File: src/sv/fat_chain_engine_macros.svh
// assertion macros for the fat chain engine
// needs signals named clock and reset in the module that uses them
`ifndef FAT_CHAIN_ENGINE_MACROS_SVH
`define FAT_CHAIN_ENGINE_MACROS_SVH

// same-cycle implication, off while reset is high
`define FCE_ASSERT_IMPL(lbl, ante, cons) \
   lbl: assert property (@(posedge clock) disable iff (reset) (ante) |-> (cons)) \
      else $error("fat chain engine assertion failed");

// next-cycle implication, off while reset is high
`define FCE_ASSERT_NEXT(lbl, ante, cons) \
   lbl: assert property (@(posedge clock) disable iff (reset) (ante) |=> (cons)) \
      else $error("fat chain engine assertion failed");

`endif

File: src/sv/fce_pkg.sv
// shared types and constants of the fat chain engine
// no dependencies
`default_nettype none

package fce_pkg;

   localparam int BLOCK_W = 16;
   localparam int HOP_W   = 12;
   localparam int COUNT_W = 13;
   // wide enough to hold any table size plus one
   localparam int NW      = 17;

   localparam logic [BLOCK_W-1:0] END_MARK    = 16'hFFFF;
   localparam logic [BLOCK_W-1:0] FREE_MARK   = 16'h0000;
   localparam logic [COUNT_W-1:0] COUNT_RESET = 13'd4096;

   typedef enum logic [2:0] {
      REQ_LOAD   = 3'd0,
      REQ_READ   = 3'd1,
      REQ_START  = 3'd2,
      REQ_EXTEND = 3'd3,
      REQ_NEXT   = 3'd4,
      REQ_WALK   = 3'd5,
      REQ_FREE   = 3'd6,
      REQ_COUNT  = 3'd7
   } req_kind_type;

   typedef enum logic [1:0] {
      STAT_OK       = 2'd0,
      STAT_NO_SPACE = 2'd1,
      STAT_END      = 2'd2,
      STAT_BAD      = 2'd3
   } status_type;

endpackage

`default_nettype wire

File: src/sv/fce_ctrl.sv
// request sequencer of the fat chain engine: clear sweep, loads, reads, scans, walks, frees
// uses fce_pkg and drives the fce_table ports
`default_nettype none

`include "fat_chain_engine_macros.svh"

module fce_ctrl
   import fce_pkg::*;
#(
   parameter int DEPTH = 4096,
   parameter int AW    = 12
) (
   input  logic               clock,
   input  logic               reset,
   input  logic [NW-1:0]      n_in_use,
   input  logic               req_valid,
   output logic               req_stall,
   input  logic [2:0]         req_type,
   input  logic [BLOCK_W-1:0] req_block_index,
   input  logic [HOP_W-1:0]   req_hop_count,
   input  logic [BLOCK_W-1:0] req_entry_value,
   output logic               rsp_valid,
   input  logic               rsp_stall,
   output logic [1:0]         rsp_status,
   output logic [BLOCK_W-1:0] rsp_result_block,
   output logic [COUNT_W-1:0] rsp_free_count,
   output logic               mem_rd_en,
   output logic [AW-1:0]      mem_rd_addr,
   input  logic [BLOCK_W-1:0] mem_rd_data,
   output logic               mem_wr_en,
   output logic [AW-1:0]      mem_wr_addr,
   output logic [BLOCK_W-1:0] mem_wr_data
);

   typedef enum logic [3:0] {
      ST_CLEAR,
      ST_IDLE,
      ST_DISPATCH,
      ST_RD_WAIT,
      ST_SCAN,
      ST_EXT_LINK,
      ST_WALK_CHK,
      ST_WALK_WAIT,
      ST_FREE_CHK,
      ST_FREE_WAIT,
      ST_DONE
   } state_type;

   localparam logic [AW-1:0] LAST_ADDR = AW'(DEPTH - 1);

   state_type          state_ff, state_in;
   logic [AW-1:0]      clr_ff, clr_in;
   req_kind_type       kind_ff, kind_in;
   logic [BLOCK_W-1:0] idx_ff, idx_in;
   logic [HOP_W-1:0]   hops_ff, hops_in;
   logic [BLOCK_W-1:0] val_ff, val_in;
   logic [BLOCK_W-1:0] cur_ff, cur_in;
   logic [HOP_W-1:0]   hcnt_ff, hcnt_in;
   logic [NW-1:0]      kcnt_ff, kcnt_in;
   logic [NW-1:0]      iss_ff, iss_in;
   logic [AW-1:0]      chk_ff, chk_in;
   logic               pv_ff, pv_in;
   logic [COUNT_W-1:0] cnt_ff, cnt_in;
   status_type         res_status_ff, res_status_in;
   logic [BLOCK_W-1:0] res_block_ff, res_block_in;
   logic [COUNT_W-1:0] res_free_ff, res_free_in;
   logic               rsp_valid_ff, rsp_valid_in;
   status_type         rsp_status_ff, rsp_status_in;
   logic [BLOCK_W-1:0] rsp_block_ff, rsp_block_in;
   logic [COUNT_W-1:0] rsp_free_ff, rsp_free_in;
   logic               rsp_take;

   function automatic logic in_rng(input logic [BLOCK_W-1:0] v, input logic [NW-1:0] lim);
      in_rng = NW'(v) < lim;
   endfunction

   assign req_stall = (state_ff != ST_IDLE);
   assign rsp_take  = rsp_valid_ff && !rsp_stall;

   always_comb begin
      state_in      = state_ff;
      clr_in        = clr_ff;
      kind_in       = kind_ff;
      idx_in        = idx_ff;
      hops_in       = hops_ff;
      val_in        = val_ff;
      cur_in        = cur_ff;
      hcnt_in       = hcnt_ff;
      kcnt_in       = kcnt_ff;
      iss_in        = iss_ff;
      chk_in        = chk_ff;
      pv_in         = 1'b0;
      cnt_in        = cnt_ff;
      res_status_in = res_status_ff;
      res_block_in  = res_block_ff;
      res_free_in   = res_free_ff;
      rsp_valid_in  = rsp_take ? 1'b0 : rsp_valid_ff;
      rsp_status_in = rsp_status_ff;
      rsp_block_in  = rsp_block_ff;
      rsp_free_in   = rsp_free_ff;
      mem_rd_en     = 1'b0;
      mem_rd_addr   = '0;
      mem_wr_en     = 1'b0;
      mem_wr_addr   = '0;
      mem_wr_data   = FREE_MARK;

      unique case (state_ff)
         ST_CLEAR: begin
            mem_wr_en   = 1'b1;
            mem_wr_addr = clr_ff;
            if (clr_ff == LAST_ADDR) begin
               state_in = ST_IDLE;
            end else begin
               clr_in = clr_ff + AW'(1);
            end
         end
         ST_IDLE: begin
            if (req_valid) begin
               kind_in  = req_kind_type'(req_type);
               idx_in   = req_block_index;
               hops_in  = req_hop_count;
               val_in   = req_entry_value;
               state_in = ST_DISPATCH;
            end
         end
         ST_DISPATCH: begin
            res_status_in = STAT_OK;
            res_block_in  = END_MARK;
            res_free_in   = '0;
            unique case (kind_ff)
               REQ_LOAD: begin
                  if (!in_rng(idx_ff, n_in_use)) begin
                     res_status_in = STAT_BAD;
                  end else begin
                     mem_wr_en    = 1'b1;
                     mem_wr_addr  = idx_ff[AW-1:0];
                     mem_wr_data  = val_ff;
                     res_block_in = val_ff;
                  end
                  state_in = ST_DONE;
               end
               REQ_READ, REQ_NEXT, REQ_EXTEND: begin
                  if (!in_rng(idx_ff, n_in_use)) begin
                     res_status_in = STAT_BAD;
                     state_in      = ST_DONE;
                  end else begin
                     mem_rd_en   = 1'b1;
                     mem_rd_addr = idx_ff[AW-1:0];
                     state_in    = ST_RD_WAIT;
                  end
               end
               REQ_START, REQ_COUNT: begin
                  iss_in   = '0;
                  cnt_in   = '0;
                  state_in = ST_SCAN;
               end
               REQ_WALK: begin
                  cur_in   = idx_ff;
                  hcnt_in  = '0;
                  state_in = ST_WALK_CHK;
               end
               REQ_FREE: begin
                  cur_in   = idx_ff;
                  kcnt_in  = '0;
                  state_in = ST_FREE_CHK;
               end
            endcase
         end
         ST_RD_WAIT: begin
            state_in = ST_DONE;
            if (kind_ff == REQ_EXTEND) begin
               if (mem_rd_data != END_MARK) begin
                  res_block_in = mem_rd_data;
               end else begin
                  // tail confirmed, look for the lowest free entry
                  iss_in   = '0;
                  cnt_in   = '0;
                  state_in = ST_SCAN;
               end
            end else begin
               res_block_in = mem_rd_data;
               if ((kind_ff == REQ_NEXT) && (mem_rd_data == END_MARK)) begin
                  res_status_in = STAT_END;
               end
            end
         end
         ST_SCAN: begin
            // reads are issued one per cycle, each read's data checked in the next cycle
            priority if (pv_ff && (mem_rd_data == FREE_MARK) && (kind_ff != REQ_COUNT)) begin
               mem_wr_en    = 1'b1;
               mem_wr_addr  = chk_ff;
               mem_wr_data  = END_MARK;
               res_block_in = BLOCK_W'(chk_ff);
               state_in     = (kind_ff == REQ_EXTEND) ? ST_EXT_LINK : ST_DONE;
            end else if (iss_ff < n_in_use) begin
               if (pv_ff && (mem_rd_data == FREE_MARK)) begin
                  cnt_in = cnt_ff + COUNT_W'(1);
               end
               mem_rd_en   = 1'b1;
               mem_rd_addr = iss_ff[AW-1:0];
               pv_in       = 1'b1;
               chk_in      = iss_ff[AW-1:0];
               iss_in      = iss_ff + NW'(1);
            end else if (pv_ff) begin
               if (mem_rd_data == FREE_MARK) begin
                  cnt_in = cnt_ff + COUNT_W'(1);
               end
            end else begin
               if (kind_ff == REQ_COUNT) begin
                  res_free_in = cnt_ff;
               end else begin
                  res_status_in = STAT_NO_SPACE;
               end
               state_in = ST_DONE;
            end
         end
         ST_EXT_LINK: begin
            mem_wr_en   = 1'b1;
            mem_wr_addr = idx_ff[AW-1:0];
            mem_wr_data = res_block_ff;
            state_in    = ST_DONE;
         end
         ST_WALK_CHK: begin
            priority if (cur_ff == END_MARK) begin
               res_status_in = STAT_END;
               state_in      = ST_DONE;
            end else if (!in_rng(cur_ff, n_in_use)) begin
               res_status_in = STAT_BAD;
               state_in      = ST_DONE;
            end else if (hcnt_ff == hops_ff) begin
               res_block_in = cur_ff;
               state_in     = ST_DONE;
            end else begin
               mem_rd_en   = 1'b1;
               mem_rd_addr = cur_ff[AW-1:0];
               state_in    = ST_WALK_WAIT;
            end
         end
         ST_WALK_WAIT: begin
            cur_in   = mem_rd_data;
            hcnt_in  = hcnt_ff + HOP_W'(1);
            state_in = ST_WALK_CHK;
         end
         ST_FREE_CHK: begin
            priority if ((kcnt_ff >= n_in_use) || (cur_ff == END_MARK)) begin
               // empty table with a live head counts as a bad index
               if ((cur_ff != END_MARK) && (n_in_use == '0)) begin
                  res_status_in = STAT_BAD;
               end
               state_in = ST_DONE;
            end else if (!in_rng(cur_ff, n_in_use)) begin
               res_status_in = STAT_BAD;
               state_in      = ST_DONE;
            end else begin
               mem_rd_en   = 1'b1;
               mem_rd_addr = cur_ff[AW-1:0];
               state_in    = ST_FREE_WAIT;
            end
         end
         ST_FREE_WAIT: begin
            if (mem_rd_data == FREE_MARK) begin
               // chain cut at a free entry
               state_in = ST_DONE;
            end else begin
               mem_wr_en   = 1'b1;
               mem_wr_addr = cur_ff[AW-1:0];
               mem_wr_data = FREE_MARK;
               cur_in      = mem_rd_data;
               kcnt_in     = kcnt_ff + NW'(1);
               state_in    = ST_FREE_CHK;
            end
         end
         ST_DONE: begin
            if (!rsp_valid_ff || rsp_take) begin
               rsp_valid_in  = 1'b1;
               rsp_status_in = res_status_ff;
               rsp_block_in  = res_block_ff;
               rsp_free_in   = res_free_ff;
               state_in      = ST_IDLE;
            end
         end
         default: begin
            state_in = ST_IDLE;
         end
      endcase
   end

   always_ff @(posedge clock) begin
      if (reset) begin
         state_ff     <= ST_CLEAR;
         clr_ff       <= '0;
         pv_ff        <= 1'b0;
         rsp_valid_ff <= 1'b0;
      end else begin
         state_ff     <= state_in;
         clr_ff       <= clr_in;
         pv_ff        <= pv_in;
         rsp_valid_ff <= rsp_valid_in;
      end
      kind_ff       <= kind_in;
      idx_ff        <= idx_in;
      hops_ff       <= hops_in;
      val_ff        <= val_in;
      cur_ff        <= cur_in;
      hcnt_ff       <= hcnt_in;
      kcnt_ff       <= kcnt_in;
      iss_ff        <= iss_in;
      chk_ff        <= chk_in;
      cnt_ff        <= cnt_in;
      res_status_ff <= res_status_in;
      res_block_ff  <= res_block_in;
      res_free_ff   <= res_free_in;
      rsp_status_ff <= rsp_status_in;
      rsp_block_ff  <= rsp_block_in;
      rsp_free_ff   <= rsp_free_in;
   end

   assign rsp_valid        = rsp_valid_ff;
   assign rsp_status       = rsp_status_ff;
   assign rsp_result_block = rsp_block_ff;
   assign rsp_free_count   = rsp_free_ff;

   `FCE_ASSERT_IMPL(a_wr_in_table, mem_wr_en, (NW'(mem_wr_addr) < NW'(DEPTH)))
   `FCE_ASSERT_IMPL(a_rsp_from_done, $rose(rsp_valid_ff), $past(state_ff == ST_DONE))
   `FCE_ASSERT_IMPL(a_scan_data_issued, pv_ff, $past(mem_rd_en))
   `FCE_ASSERT_IMPL(a_count_bounded, rsp_valid_ff, (NW'(rsp_free_ff) <= n_in_use))
   `FCE_ASSERT_NEXT(a_hop_advances, state_ff == ST_WALK_WAIT,
                    hcnt_ff == HOP_W'($past(hcnt_ff) + HOP_W'(1)))

endmodule

`default_nettype wire

File: config.mk
export PLATFORM = sky130hd
export DESIGN_NAME = fce_ctrl
export DESIGN_NICKNAME = d
export VERILOG_FILES = /design/src/sv/fce_pkg.sv /design/src/sv/fce_ctrl.sv
export VERILOG_INCLUDE_DIRS = /design/src /design/src/sv
export SDC_FILE = /design/constraint.sdc
export NUM_CORES = 1
export LEC_CHECK = 0
export ABC_AREA = 1
export ABC_CLOCK_PERIOD_IN_PS = 4000
export BUFFER_PORTS_ARGS = -buffer_cell sky130_fd_sc_hd__buf_2
export CAP_MARGIN = 20
export CORE_MARGIN = 1
export CORE_UTILIZATION = 35
export DETAILED_ROUTE_END_ITERATION = 6
export PLACE_DENSITY = 0.61
export SLEW_MARGIN = 40
export SYNTH_ARGS = -nofsm -noshare
export SYNTH_HDL_FRONTEND = slang
export SYNTH_SLANG_ARGS = --single-unit
File: constraint.sdc
create_clock -name clock -period 4 [get_ports clock]
set_input_delay 0.4 -clock clock [delete_from_list [all_inputs] [get_ports clock]]
set_output_delay 0.4 -clock clock [all_outputs]
set_load 0.1 [all_outputs]
==> metrics.md <==
| Metric | Value |
|---|---|
| Status | completed |
| Fmax | 0.261 GHz |
| Reg clk slew, reported paths | 0.06 ns |
| Routed Antenna Nets | 0 |
| Die extent in y | 187 um |
| Clk root buf | clkbuf_16 |
| Area grow syn2layout | 23.4% |
| Pins over their slew limit | 0 |
| Yosys reg bits | 214 |
| Initial Util | 35.6% |
| Ys Warns | 0 |
| Final #Nets | 1648 |
| Hold Path Class | primary input to flip-flop |
| Vias per Instance | 5.21 |
| Commonest cells after routing, fill and taps aside | nand2_1, edfxtp_1, inv_1, nor2_1, buf_2 |
| Global route overflow | 0 |
| Global-route wire length before repair | 57400 um |
| Fin. Hold Viols | 0 |
| Asr flop ratio synth | 0% |
| Post-DP HPWL | 29500 um |
| Clock Path Buffers | 3 |
| Initial antenna violation count | 0 |
| Final setup violation count | 0 |
| Min Tclk post-route | 3.83 ns |
| FF/Latch Area | 6250 um^2 |
| Residual DRC | 0 |
| Core area | 33500 um^2 |
| Power Density | 394 nW/um^2 |
| Synth unique cells | 45 |
| Routed len/inst | 19.3 um |
| Largest net degree at the start of global routing | 36 |
| Main area contributors after synthesis | edfxtp_1, nand2_1, ha_1 |
| Tot GR Track Use | 21.5% |
| Via count | 10200 |
| Synth Flop Type | edfxtp_1 |
| Worst Max-Slew Pin Slew | 0.790 ns |
| CTS Buf Count | 25 |
| Slew HR | 47.2% |
| Most common cell after layout, fill and taps aside | nand2_1 |
| Sequential fraction of the synthesis area | 52.4% |
| Vias in the first global route | 9751 |
| Die Wd | 187 um |
| DIE AREA | 34800 um^2 |
| Diodes inserted | 0 |
| Final estimated routing congestion in global placement | 0.986 |
| Ports | 159 |
| Critical path arrival | 3.43 ns |
| Post-Syn Area | 11900 um^2 |
| Synth Instances | 1322 |
| DR iter-0 viols | 1051 |
| H-Tree Depth | 1 |
| Clock sinks | 214 |
| Post-synth net total | 1474 |
| PortBufs | 158 |
| Peak VDD IR | 0.000321 V |
| DRT Pass-1 Iters | 6 |
| Top cell type's share of synthesized area | 49.3% |
| Number of synthesized flops with an enable pin | 196 |
| Cells after DPL | 1915 |
| Setup ws final | 0.170 ns |
| CP Class | flip-flop to primary output |
| Syn Area/Cell | 9.02 um^2 |
| Skew final | 0.0152 ns |
| CTS tree | built |
| Non-Filler Instances | 1962 |
| Max cap viols | 0 |
| Post-CTS Hold Fix Bufs | 0 |
| Routed WL | 37900 um |
| Startpoint Class | flip-flop |
| Fraction of layout cells with a size suffix above 1 | 16.8% |
| Final Cycle Share | 95.7% |
| Static leakage | 0.00614 uW |
| Multi-input logic area | 4830 um^2 |
| Synth area leader | edfxtp_1 |
| Fill count | 3282 |
| RSZ-0062 raised after global routing | false |
| Worst setup EP type | primary output |
| Worst Path Required | 3.60 ns |
| Worst skew pair latency | 0.56 ns |
| DP Worst Slack | 0.536 ns |
| Row count | 67 |
| Crit Path Max Fanout | 12 |
==> area by class of cell <==
class / count / area share [%]
sequential: 214 / 42.4
multi-input combinational: 879 / 32.8
timing repair buffer: 171 / 10.1
inverter: 205 / 5.25
clock buffer: 28 / 4.33
tap: 448 / 3.81
clock inverter: 17 / 1.19
==> what timing repair did <==
action	CTS	global route
setup endpoints to repair	0	12
setup buffers	0	2
resized for setup	0	9
==> sequential cells by signal, indices dropped and copies added (netlist names), 16 cells and up <==
name / count
iss_ff: 17
cur_ff: 16
idx_ff: 16
val_ff: 16
res_block_ff: 16
rsp_result_block: 16
kcnt_ff: 17
==> critical path, stage by stage, from the launching register on <==
cell and delay, ns:
edfxtp_1 0.52, ha_1 0.35, a21o_1 0.18, nor2_1 0.10, nand2_1 0.06, nand2_1 0.06
nand3_1 0.24, nor2_1 0.17, nand2_1 0.32, inv_1 0.23, nand2_1 0.06, o21ai_0 0.16
o21bai_1 0.22, buf_12 0.21
==> layer usage <==
| layer | wire, um | global-route usage [%] | vias to the layer above |
|---|---|---|---|
| li1 | - | - | 4913 |
| met1 | 16500 | 28.7 | 4764 |
| met2 | 17300 | 35.0 | 444 |
| met3 | 2450 | 3.03 | 93 |
| met4 | 1580 | 8.86 | 0 |
| met5 | 0 | 0 | - |
==> power by group <==
group	leakage (uW)	switching, uW	internal (uW)
sequential	0.00190	91.3	2560
clock	0.000389	945	1340
combinational	0.00384	617	253
==> through the flow <==
stage | power (uW) | TNS [ns] | util (%) | instance area [um^2] | hold slack, ns
6_report | 5800 | 0 | 43.9 | 14700 | 0.0187
4_1_cts | 5850 | 0 | 43.7 | 14700 | 0.00551
3_5_place_dp | 3560 | 0 | 41.3 | 13800 | 0.405
5_1_grt | 6010 | 0 | 43.9 | 14700 | 0.0122
2_1_floorplan | 3230 | -0.528 | - | 11900 | 0.400
3_3_place_gp | 3550 | 0 | 41.3 | 13800 | 0.404
==> cells by family after synthesis <==
group / Yosys count / synth area share, %
compound gates: 262 / 12.4
simple gates: 533 / 19.5
xor+xnor: 16 / 1.17
fa+ha+maj: 68 / 7.13
flops: 214 / 52.4
buf+inv: 229 / 7.36
==> path summary, 6_finish.rpt <==
check / from / endpoint / slack, ns / cells past startpoint
worst max-delay path: idx_ff[8]$_DFFE_PP_ / mem_rd_addr[1] / 0.17 / 13
worst min-delay path: req_block_index[12] / idx_ff[12]$_DFFE_PP_ / 0.02 / 1
worst max register to register: iss_ff[8]$_SDFFCE_PN0P_ / res_free_ff[0]$_SDFFCE_PN0P_ / 1.20 / 11
worst min register to register: res_free_ff[10]$_SDFFCE_PN0P_ / rsp_free_count[10]$_DFFE_PP_ / 0.42 / 0
==> synthesized netlist by cell type, drive strengths merged, types with 2 or more instances <==
cell type / count
edfxtp: 196
a211oi: 4
o2111ai: 6
xor2: 4
nand2: 255
nand3b: 3
a21o: 4
o211ai: 7
o21ai: 100
o21bai: 3
nand4: 22
o22ai: 14
dfxtp: 18
o221ai: 3
nor3: 40
xnor2: 12
nand3: 45
and3: 2
a221oi: 8
a31oi: 12
o21a: 7
nor3b: 3
buf: 13
clkbuf: 11
nor4: 10
or2: 2
a21oi: 90
nor2: 150
inv: 205
ha: 68
Power figures use the tool's default switching activity.
